File: src/rtl/assert_macros.svh
// Assertion macros shared by the RTL.
`ifndef ASSERT_MACROS_SVH
`define ASSERT_MACROS_SVH

// Condition implies consequence in the same cycle.
`define MSHL_ASSERT_IMP(lbl, clk, rstn, ante, cons) \
    lbl: assert property (@(posedge clk) disable iff (!(rstn)) (ante) |-> (cons)) \
        else $error("assertion failed");

// Condition implies consequence in the next cycle.
`define MSHL_ASSERT_NXT(lbl, clk, rstn, ante, cons) \
    lbl: assert property (@(posedge clk) disable iff (!(rstn)) (ante) |=> (cons)) \
        else $error("assertion failed");

`endif

File: src/rtl/mshl_pkg.sv
package mshl_pkg;

    localparam int SCORE_W  = 24;
    localparam int LABEL_W  = 8;
    localparam int MARGIN_W = 23;
    localparam int LOSS_W   = 25;
    // Signed width of margin - score + score before clamping.
    localparam int SUM_W    = LOSS_W + 1;

    localparam int S_TDATA_W = 40;
    localparam int M_TDATA_W = 48;

    typedef struct packed {
        logic                      last;
        logic [LABEL_W-1:0]        predicted_label;
        logic [LABEL_W-1:0]        label;
        logic signed [SCORE_W-1:0] score;
    } item_t;

    typedef struct packed {
        logic [LABEL_W-1:0] decrease_class;
        logic [LABEL_W-1:0] increase_class;
        logic               update_needed;
        logic [LOSS_W-1:0]  loss_value;
    } result_t;

endpackage

File: src/rtl/max_score_hinge_loss.sv
// Multiclass max-score hinge loss over a stream of class scores.
// Input channel (s_): one transaction per class score, classes in ascending
// order; s_tlast marks the final class of a sample. Label and predicted label
// are taken from the first transaction of each sample only.
// Result channel (m_): one transaction per sample, issued for the s_tlast
// transaction; no transaction for the other classes.
// Configuration channel (cfg_): write the margin (unsigned Q11.12) while the
// block is idle; cfg_ready is always high.
// Path: an accepted s_tlast transaction waits in the input register; the running
// max compare and margin add then feed the result register, where m_tvalid
// rises. The final score waits while the result register is still held.
// Throughput: one class score per cycle, held only while a final score meets a
// full result register; the logic between the two registers sets that figure.
// Reset (aresetn low, synchronous): empty both registers, clear the running
// sample state and restore the margin to 1.0.
// Stall: while m_tready is low a held result stays put; class scores that are
// not the last of a sample keep flowing, and a final score waits in the input
// register until the result register frees up.
module max_score_hinge_loss #(
    parameter int MAX_CLASSES = 256
) (
    input  logic                                 aclk,
    input  logic                                 aresetn,
    input  logic                                 s_tvalid,
    output logic                                 s_tready,
    // score [23:0], label [31:24], predicted_label [39:32]
    input  logic [mshl_pkg::S_TDATA_W-1:0]       s_tdata,
    input  logic                                 s_tlast,
    output logic                                 m_tvalid,
    input  logic                                 m_tready,
    // loss_value [24:0], increase_class [32:25], decrease_class [40:33]
    output logic [mshl_pkg::M_TDATA_W-1:0]       m_tdata,
    // update_needed [0]
    output logic [0:0]                           m_tuser,
    input  logic                                 cfg_valid,
    output logic                                 cfg_ready,
    input  logic [mshl_pkg::MARGIN_W-1:0]        cfg_data
);

    localparam logic [mshl_pkg::MARGIN_W-1:0] MARGIN_RESET = 23'd4096;

    logic [mshl_pkg::MARGIN_W-1:0] margin_reg, margin_next;

    logic              item_valid;
    mshl_pkg::item_t   item;
    logic              take;
    logic              out_free;
    logic              res_load;
    mshl_pkg::result_t res_comb;
    mshl_pkg::result_t res_out;
    logic              last_stuck;

    // Margin register: accept every configuration transaction.
    assign cfg_ready   = 1'b1;
    assign margin_next = (cfg_valid && cfg_ready) ? cfg_data : margin_reg;

    always_ff @(posedge aclk) begin
        if (!aresetn) begin
            margin_reg <= MARGIN_RESET;
        end else begin
            margin_reg <= margin_next;
        end
    end

    // Advance an item out of the input register; hold a final item until
    // the result register can take its result.
    assign take     = item_valid && (!item.last || out_free);
    assign res_load = take && item.last;

    mshl_in_stage u_in (
        .aclk       (aclk),
        .aresetn    (aresetn),
        .s_tvalid   (s_tvalid),
        .s_tready   (s_tready),
        .s_tdata    (s_tdata),
        .s_tlast    (s_tlast),
        .take       (take),
        .item_valid (item_valid),
        .item       (item)
    );

    mshl_accum #(
        .MAX_CLASSES (MAX_CLASSES)
    ) u_accum (
        .aclk    (aclk),
        .aresetn (aresetn),
        .take    (take),
        .item    (item),
        .margin  (margin_reg),
        .res     (res_comb)
    );

    mshl_out_stage u_out (
        .aclk     (aclk),
        .aresetn  (aresetn),
        .load     (res_load),
        .res_in   (res_comb),
        .m_tready (m_tready),
        .out_free (out_free),
        .m_tvalid (m_tvalid),
        .res_out  (res_out)
    );

    // Pack the result; pad the upper bits with zeros.
    assign m_tdata = {7'b0000000, res_out.decrease_class, res_out.increase_class,
                      res_out.loss_value};
    assign m_tuser = res_out.update_needed;

    // A final score sitting in the input register behind a full result register.
    assign last_stuck = item_valid && item.last && !out_free;

`include "assert_macros.svh"

    // A final score blocked by a stalled result must stay in the input register.
    `MSHL_ASSERT_NXT(a_last_held, aclk, aresetn, last_stuck, item_valid && $stable(item))

    // An update flag goes with a non-zero loss, and the reverse.
    `MSHL_ASSERT_IMP(a_update_loss, aclk, aresetn, m_tvalid, m_tuser[0] == (m_tdata[24:0] != 25'd0))

    // Without an update both gradient class fields read zero.
    `MSHL_ASSERT_IMP(a_no_update_zero, aclk, aresetn, m_tvalid && !m_tuser[0], m_tdata[40:25] == 16'd0)

endmodule

File: src/rtl/mshl_in_stage.sv
module mshl_in_stage (
    input  logic                            aclk,
    input  logic                            aresetn,
    input  logic                            s_tvalid,
    output logic                            s_tready,
    // score [23:0], label [31:24], predicted_label [39:32]
    input  logic [mshl_pkg::S_TDATA_W-1:0]  s_tdata,
    input  logic                            s_tlast,
    input  logic                            take,
    output logic                            item_valid,
    output mshl_pkg::item_t                 item
);

    logic            valid_reg;
    logic            valid_next;
    mshl_pkg::item_t item_reg;
    logic            load;

    assign s_tready = !valid_reg || take;
    assign load     = s_tvalid && s_tready;

    always_comb begin
        valid_next = valid_reg;
        if (load) begin
            valid_next = 1'b1;
        end else if (take) begin
            valid_next = 1'b0;
        end
    end

    always_ff @(posedge aclk) begin
        if (!aresetn) begin
            valid_reg <= 1'b0;
        end else begin
            valid_reg <= valid_next;
        end
    end

    // Payload: capture on every accepted transaction.
    always_ff @(posedge aclk) begin
        if (load) begin
            item_reg.score           <= s_tdata[23:0];
            item_reg.label           <= s_tdata[31:24];
            item_reg.predicted_label <= s_tdata[39:32];
            item_reg.last            <= s_tlast;
        end
    end

    assign item_valid = valid_reg;
    assign item       = item_reg;

endmodule

File: src/rtl/mshl_accum.sv
module mshl_accum #(
    parameter int MAX_CLASSES = 256
) (
    input  logic                              aclk,
    input  logic                              aresetn,
    input  logic                              take,
    input  mshl_pkg::item_t                   item,
    input  logic [mshl_pkg::MARGIN_W-1:0]     margin,
    output mshl_pkg::result_t                 res
);

    localparam int CNT_W = (MAX_CLASSES > 2) ? $clog2(MAX_CLASSES) : 1;
    localparam logic [CNT_W-1:0] CNT_LAST = CNT_W'(MAX_CLASSES - 1);

    localparam int SW = mshl_pkg::SCORE_W;
    localparam int LW = mshl_pkg::LABEL_W;

    logic [CNT_W-1:0]     cnt_reg, cnt_next;
    logic                 full_reg, full_next;
    logic [LW-1:0]        lab_reg, lab_next;
    logic [LW-1:0]        pred_reg, pred_next;
    logic signed [SW-1:0] lab_sc_reg, lab_sc_next;
    logic signed [SW-1:0] pred_sc_reg, pred_sc_next;
    logic signed [SW-1:0] riv_sc_reg, riv_sc_next;
    logic [LW-1:0]        riv_idx_reg, riv_idx_next;
    logic                 riv_found_reg, riv_found_next;

    // Values after this item, before any end-of-sample clear.
    logic [CNT_W-1:0]     cnt_upd;
    logic                 full_upd;
    logic [LW-1:0]        lab_upd, pred_upd, riv_idx_upd;
    logic signed [SW-1:0] lab_sc_upd, pred_sc_upd, riv_sc_upd;
    logic                 riv_found_upd;
    logic [LW-1:0]        idx;

    logic [LW-1:0]                    rival;
    logic signed [SW-1:0]             rscore;
    logic signed [mshl_pkg::SUM_W-1:0] sum;
    logic                             positive;

    assign idx = LW'(cnt_reg);

    always_comb begin
        cnt_upd       = cnt_reg;
        full_upd      = full_reg;
        lab_upd       = lab_reg;
        pred_upd      = pred_reg;
        lab_sc_upd    = lab_sc_reg;
        pred_sc_upd   = pred_sc_reg;
        riv_sc_upd    = riv_sc_reg;
        riv_idx_upd   = riv_idx_reg;
        riv_found_upd = riv_found_reg;
        if (!full_reg) begin
            // Latch the labels from the first class of the sample.
            if (cnt_reg == '0) begin
                lab_upd  = item.label;
                pred_upd = item.predicted_label;
            end
            if (idx == lab_upd) begin
                lab_sc_upd = item.score;
            end else if (!riv_found_reg || (item.score > riv_sc_reg)) begin
                riv_sc_upd    = item.score;
                riv_idx_upd   = idx;
                riv_found_upd = 1'b1;
            end
            if (idx == pred_upd) begin
                pred_sc_upd = item.score;
            end
            if (cnt_reg == CNT_LAST) begin
                full_upd = 1'b1;
            end else begin
                cnt_upd = cnt_reg + 1'b1;
            end
        end
    end

    // Rival and loss from the updated state.
    always_comb begin
        priority if (lab_upd != pred_upd) begin
            rival  = pred_upd;
            rscore = pred_sc_upd;
        end else if (riv_found_upd) begin
            rival  = riv_idx_upd;
            rscore = riv_sc_upd;
        end else begin
            rival  = lab_upd;
            rscore = lab_sc_upd;
        end
        sum = $signed({3'b000, margin})
            - $signed({{2{lab_sc_upd[SW-1]}}, lab_sc_upd})
            + $signed({{2{rscore[SW-1]}}, rscore});
        positive = !sum[mshl_pkg::SUM_W-1] && (sum != '0);
        res.loss_value     = positive ? sum[mshl_pkg::LOSS_W-1:0] : '0;
        res.update_needed  = positive;
        res.increase_class = positive ? rival : '0;
        res.decrease_class = positive ? lab_upd : '0;
    end

    always_comb begin
        cnt_next       = cnt_reg;
        full_next      = full_reg;
        lab_next       = lab_reg;
        pred_next      = pred_reg;
        lab_sc_next    = lab_sc_reg;
        pred_sc_next   = pred_sc_reg;
        riv_sc_next    = riv_sc_reg;
        riv_idx_next   = riv_idx_reg;
        riv_found_next = riv_found_reg;
        if (take) begin
            lab_next  = lab_upd;
            pred_next = pred_upd;
            if (item.last) begin
                // Clear for the next sample; labels are kept.
                cnt_next       = '0;
                full_next      = 1'b0;
                lab_sc_next    = '0;
                pred_sc_next   = '0;
                riv_sc_next    = '0;
                riv_idx_next   = '0;
                riv_found_next = 1'b0;
            end else begin
                cnt_next       = cnt_upd;
                full_next      = full_upd;
                lab_sc_next    = lab_sc_upd;
                pred_sc_next   = pred_sc_upd;
                riv_sc_next    = riv_sc_upd;
                riv_idx_next   = riv_idx_upd;
                riv_found_next = riv_found_upd;
            end
        end
    end

    always_ff @(posedge aclk) begin
        if (!aresetn) begin
            cnt_reg       <= '0;
            full_reg      <= 1'b0;
            lab_reg       <= '0;
            pred_reg      <= '0;
            lab_sc_reg    <= '0;
            pred_sc_reg   <= '0;
            riv_sc_reg    <= '0;
            riv_idx_reg   <= '0;
            riv_found_reg <= 1'b0;
        end else begin
            cnt_reg       <= cnt_next;
            full_reg      <= full_next;
            lab_reg       <= lab_next;
            pred_reg      <= pred_next;
            lab_sc_reg    <= lab_sc_next;
            pred_sc_reg   <= pred_sc_next;
            riv_sc_reg    <= riv_sc_next;
            riv_idx_reg   <= riv_idx_next;
            riv_found_reg <= riv_found_next;
        end
    end

endmodule

File: src/rtl/mshl_out_stage.sv
module mshl_out_stage (
    input  logic              aclk,
    input  logic              aresetn,
    input  logic              load,
    input  mshl_pkg::result_t res_in,
    input  logic              m_tready,
    output logic              out_free,
    output logic              m_tvalid,
    output mshl_pkg::result_t res_out
);

    logic              valid_reg, valid_next;
    mshl_pkg::result_t res_reg;

    assign out_free = !valid_reg || m_tready;

    always_comb begin
        valid_next = valid_reg;
        if (load) begin
            valid_next = 1'b1;
        end else if (m_tready) begin
            valid_next = 1'b0;
        end
    end

    always_ff @(posedge aclk) begin
        if (!aresetn) begin
            valid_reg <= 1'b0;
        end else begin
            valid_reg <= valid_next;
        end
    end

    always_ff @(posedge aclk) begin
        if (load) begin
            res_reg <= res_in;
        end
    end

    assign m_tvalid = valid_reg;
    assign res_out  = res_reg;

endmodule
File: config.mk
export PLATFORM = sky130hd
export DESIGN_NAME = max_score_hinge_loss
export DESIGN_NICKNAME = d
export VERILOG_FILES = /design/src/rtl/mshl_pkg.sv /design/src/rtl/max_score_hinge_loss.sv /design/src/rtl/mshl_in_stage.sv /design/src/rtl/mshl_accum.sv /design/src/rtl/mshl_out_stage.sv
export VERILOG_INCLUDE_DIRS = /design/src /design/src/rtl
export SDC_FILE = /design/constraint.sdc
export NUM_CORES = 1
export LEC_CHECK = 0
export ABC_AREA = 1
export BUFFER_PORTS_ARGS = -buffer_cell sky130_fd_sc_hd__buf_2
export CORE_MARGIN = 2
export CORE_UTILIZATION = 45
export CTS_CLUSTER_DIAMETER = 100
export DETAILED_ROUTE_END_ITERATION = 8
export GPL_TIMING_DRIVEN = 0
export REMOVE_ABC_BUFFERS = 1
export SLEW_MARGIN = 20
export SYNTH_ARGS = -nofsm -noshare
export SYNTH_HDL_FRONTEND = slang
export SYNTH_SLANG_ARGS = --single-unit
File: constraint.sdc
create_clock -name aclk -period 10.31 [get_ports aclk]
set_clock_uncertainty 0.2 [all_clocks]
set_input_delay 2.062 -clock aclk [delete_from_list [all_inputs] [get_ports aclk]]
set_output_delay 2.062 -clock aclk [all_outputs]
set_load 0.02 [all_outputs]
## After elaboration in Yosys (flattened, before gate mapping)

Index checks and enable logic that the tools add are counted.
W data, S select, Z words.

- Add/subtract/negate cells: 3
- Magnitude comparators: 1
- Equal/unequal tests: 6
- Mux-type cells: 38
- Reductions and logical operators: 18

Operators with widths:

| cell | count |
|---|---|
| $mux W24 | 12 |
| $mux W8 | 15 |
| $add A25 B24 Y26 | 1 |
| $reduce_bool A26 Y1 | 1 |
| $sub A24 B24 Y25 | 1 |
| $gt A24 B24 Y1 | 1 |
| $eq A8 B8 Y1 | 2 |
| $mux W1 | 11 |
| $add A8 B1 Y8 const B | 1 |
| $eq A8 B8 Y1 const B | 1 |
| $logic_not A8 Y1 | 1 |
| $ne A8 B8 Y1 | 1 |
| $logic_not A1 Y1 | 5 |
| $logic_and A1 B1 Y1 | 4 |
| $logic_or A1 B1 Y1 | 4 |
| $ne A2 B2 Y1 const B | 2 |
| $reduce_bool A2 Y1 | 2 |
| $reduce_and A3 Y1 | 1 |

- Register bits: 214
- Input bits: 69
- Output and inout bits: 52
- Logic and storage cells: 86

## Logic depth before layout (Yosys ltp)

- Depth in word-level cells: 11
- Gate-level depth with buffers: 41
- Mapped depth without buffers: 40

## By module

From an unflattened synthesis, not the netlist that was laid out.

- Cell total of the unflattened synthesis: 1980
- Area total of the unflattened synthesis: 13772.0 um^2

Modules (own cells, without submodules):

| module | instances | cells an instance | area each (um^2) | seq. area each (um^2) |
|---|---|---|---|---|
| mshl_accum | 1 | 1726 | 10126.0 | 2122.0 |
| mshl_out_stage | 1 | 48 | 1307.5 | 1281.2 |
| mshl_in_stage | 1 | 48 | 1282.5 | 1251.2 |
| max_score_hinge_loss | 1 | 158 | 1056.0 | 460.4 |

## Least setup slack after synthesis

No wires, ideal clock.

- Path kind: register to register
- From: reg u_accum.cnt_reg[0]
- To: reg u_out.res_reg, in the netlist u_out.res_out[21] (data pin)
- Library setup time: 0.270 ns
- Arrival time: 4.632 ns
- Required time: 9.840 ns
- Slack: 5.207 ns
- Cell stages (with the launch flop): 33
- Buffers on the path: 2
- Clock period less this slack: 5.103 ns
- Cells stage by stage: dfxtp_1 inv_1 ha_1 nand2_1 nor2_4 nand2_2 nand2_1 nand2_1 nand2_1 nand2_1 nor2_1 nand2_2 o21ai_4 nand2_2 clkinv_2 buf_4 nand2_1 nand3_1 nand2_1 fa_1 fa_1 nand3_1 nand2_1 nand2_1 nand2_1 xnor2_1 nand4_1 or2_2 nor2_1 nand3_1 nand2_1 clkbuf_1 a21oi_1

- Longest elaborated chain between the ends: 11
- Elaborated cells on any way between the ends: 25
- Those cells by class: 2 x add/sub; 3 x eq/ne; 16 x mux; 4 x reduce/logical

RTL lines:

| item | RTL line | text |
|---|---|---|
| start, declared | mshl_accum.sv:18 | `logic [CNT_W-1:0] cnt_reg, cnt_next;` |
| start signal, assigned | mshl_accum.sv:145 | `cnt_reg <= cnt_next;` |
| parallel branches: the longest is 8 deep, another holds $sub A24 B24 Y25 | - |  |
| $add A25 B24 Y26 (*) | mshl_accum.sv:91 | `+ $signed({{2{rscore[SW-1]}}, rscore});` |
| $reduce_bool A26 Y1 or $logic_not A1 Y1 (tied branches) | mshl_accum.sv:92 | `positive = !sum[mshl_pkg::SUM_W-1] && (sum != '0);` |
| $logic_and A1 B1 Y1 | mshl_accum.sv:92 |  |
| end signal, assigned | mshl_out_stage.sv:36 | `res_reg <= res_in;` |
| end, declared | mshl_out_stage.sv:13 | `mshl_pkg::result_t res_reg;` |

Mark *: on every way between the ends. The select of a mux whose other input is x is not followed.
A chain may end at the register's enable or synchronous reset.

## Final worst setup path

- From: reg u_accum.cnt_reg[0]
- To: reg u_out.res_reg, in the netlist u_out.res_out[29] (data pin)

- Longest elaborated chain between the ends: 11
- Elaborated cells on any way between the ends: 29
- Those cells by class: 2 x add/sub; 3 x eq/ne; 20 x mux; 4 x reduce/logical

RTL lines:

| item |
|---|
| parallel branches: the longest is 11 deep, another holds $add A25 B24 Y26 |

Several ways; the timed one is not identified. The select of a mux whose other input is x is not followed.

==> results.toml <==
[logic_synthesis]
ys_seq_elements = 214
yosys_warnings = 0
syn-instance-count = 1912
synth-edff-count = 83
synthTopCellsByCount = "nand2_1, inv_1, a21oi_1"
synth.distinct_cells = 42
syn_area_per_cell_sq_um = 7.062
synth_area_leaders = "dfxtp_1, edfxtp_1, nand2_1"
synthArstFlopShare_pct = 0
netlist_area_sq_um = 13500
synth_top_flop_cell = "dfxtp_1"
synth.most_common_cell = "nand2_1"
yosysTopAreaCell = "dfxtp_1"
netlist.area_leader.share_pct = 19.42
ys_seq_area_share_pct = 37.88

[finish]
layout-drive-gt1-share_pct = 10.91
nets = 2123
antenna_cells = 0
final_core_util_pct = 51.36
syn_to_final_growth_pct = 12.43
largest_reg_flops = 42

[grt]
grt_pass1_vias = 11250
grt_pass1_wl_um = 61010
antenna_found_initial = 0
grt_overflow = 0
grt_max_degree = 55
track_usage_pct = 24.77

[flow_run]
drv_cap = 0

[cts]
clk-insertion-delay-late_ns = 0.54
htree_levels = 1
cts-resized-gates = 0
cts_hold_buf = 0
cts_buffers = 26
clock-root-buffer = "clkbuf_16"
cts.sinks = 214
cts_buffer_depth = 3
clk_pin_slew_ns = 0.06
post-cts-setup-buffer-count = 0
cts_tree = "yes"

[sta]
fin_crit_ns = 7.812
fmax_mhz = 128.0
slew_headroom_pct = 25.48
worstMarginPinSlew_ns = 1.116
rsz0062_at_grt = "false"
final-hold-violation-count = 0
fin_crit_sh_pct = 75.77
finalSetupViolCount = 0
worst_hold_slack_ns = 0.2633
drv_slew = 0
finalSetupTns_ns = 0

[die]
boundaryPins = 121
fp.dieW_um = 177.2
die_y_um = 177.2
die-area_sq_um = 31410
start_util_pct = 45.68
rows = 63
core_area_sq_um = 29560

[drt]
wirelength_um = 38920
drtIter0Drc = 941
drt-wirelength-per-cell_um = 16.30
dr.pass1.iters = 6
drtAntennaViolNets = 0
via_per_inst = 5.221
drc = 0
vias = 12470

[place]
io_buffers = 112
gp_congestion = 0.8847
place.detailed.hpwl_um = 27480

[power]
p_per_area_nw_per_um2 = 162.0
ir_worst_vdd_mv = 0.1274
finalPower_mw = 2.459
p_leak_nw = 6.877

[critical_path]
critical_path.endpoint_type = "register"
crit_path_start_kind = "register"
crit_required_ns = 10.36
cp_max_fo = 41
crit_path_top_delay_cell = "clkinv_2"
r2r_setup_slack_ns = 2.50
cp_common_cell = "nand2_1"
arrival_ns = 7.86
crit_type = "reg2reg"
max_stage_delay_ns = 0.74

[worst_hold_path]
holdCritPathClass = "reg2reg"

[status]
status = "finished clean"
## report_power, final
| group | switching, mW | internal (mW) | total (mW) |
|---|---|---|---|
| registers | 0.0222 | 0.929 | 0.951 |
| clock network | 0.386 | 0.548 | 0.934 |
| logic | 0.396 | 0.178 | 0.574 |
## routing by layer
layer / global-route usage [%] / vias up / part of all wire, %
li1: - / 6293 / -
met1: 37.62 / 5717 / 49
met2: 36.82 / 399 / 42
met3: 3.802 / 59 / 7.1
met4: 5.510 / 0 / 1.8
met5: 0 / - / 0
## cell usage in the layout (no fill, tap or decap), drive strengths merged, types with 14 or more instances in the layout
| master | instances |
|---|---|
| nand3b | 14 |
| nand4 | 20 |
| nor2 | 129 |
| buf | 121 |
| edfxtp | 83 |
| clkbuf | 34 |
| inv | 251 |
| nand3 | 159 |
| nand2 | 598 |
| o21ai | 119 |
| ha | 53 |
| dfxtp | 131 |
| a21oi | 191 |
| fa | 23 |
## metrics by stage
step | instance area (sq um) | setup WS [ns] | cells
after floorplan | 13070 | 3.821 | 1829
after global placement | 14110 | 0.4300 | 2331
after detailed placement | 14310 | 2.660 | 2340
after CTS | 15180 | 2.612 | 2388
after global routing | 15180 | 1.924 | 2388
final | 15180 | 2.498 | 2388
## logic make-up (layout without fill, tap and decap cells)
family	after synthesis	count (layout)	share of synthesized area, %
and+or+nand+nor	935	935	29.29
buffers and inverters	343	423	10.48
AOI/OAI and AO/OA	326	326	12.94
DFF	214	214	37.88
adders and majority gates	76	76	8.321
xor gates and xnor gates	16	16	1.038
other	2	8	0.05562
## worst max-delay path: cells and delay by family (launching register included)
kind                     cells  cell delay (ns)
AND/OR/NAND/NOR             19             3.33
AO/OA/AOI/OAI                6             1.47
buffers and inverters        3             1.06
adder cells (fa/ha/maj)      3             0.98
flip-flops                   1             0.42
## area by class of cell
class | count | area [sq um]
multi-input combinational | 1361 | 7023
tap | 390 | 488.0
clock buffer | 34 | 721.9
clock inverter | 14 | 148.9
fill | 2947 | 14380
sequential | 214 | 5115
timing repair buffer | 121 | 726.9
inverter | 254 | 957.2
## worst paths after layout
check	start	to	cells past startpoint
worst max-delay path	u_accum.cnt_reg[0]$_SDFFE_PN0P_	u_out.res_out[29]$_SDFFCE_PN0P_	31
worst min-delay path	u_accum.pred_sc_reg[6]$_SDFFE_PN0P_	u_accum.pred_sc_reg[6]$_SDFFE_PN0P_	2
worst max register to register	u_accum.cnt_reg[0]$_SDFFE_PN0P_	u_out.res_out[29]$_SDFFCE_PN0P_	31
worst min register to register	u_accum.pred_sc_reg[6]$_SDFFE_PN0P_	u_accum.pred_sc_reg[6]$_SDFFE_PN0P_	2
No activity file was read; power rests on OpenSTA's default activity.
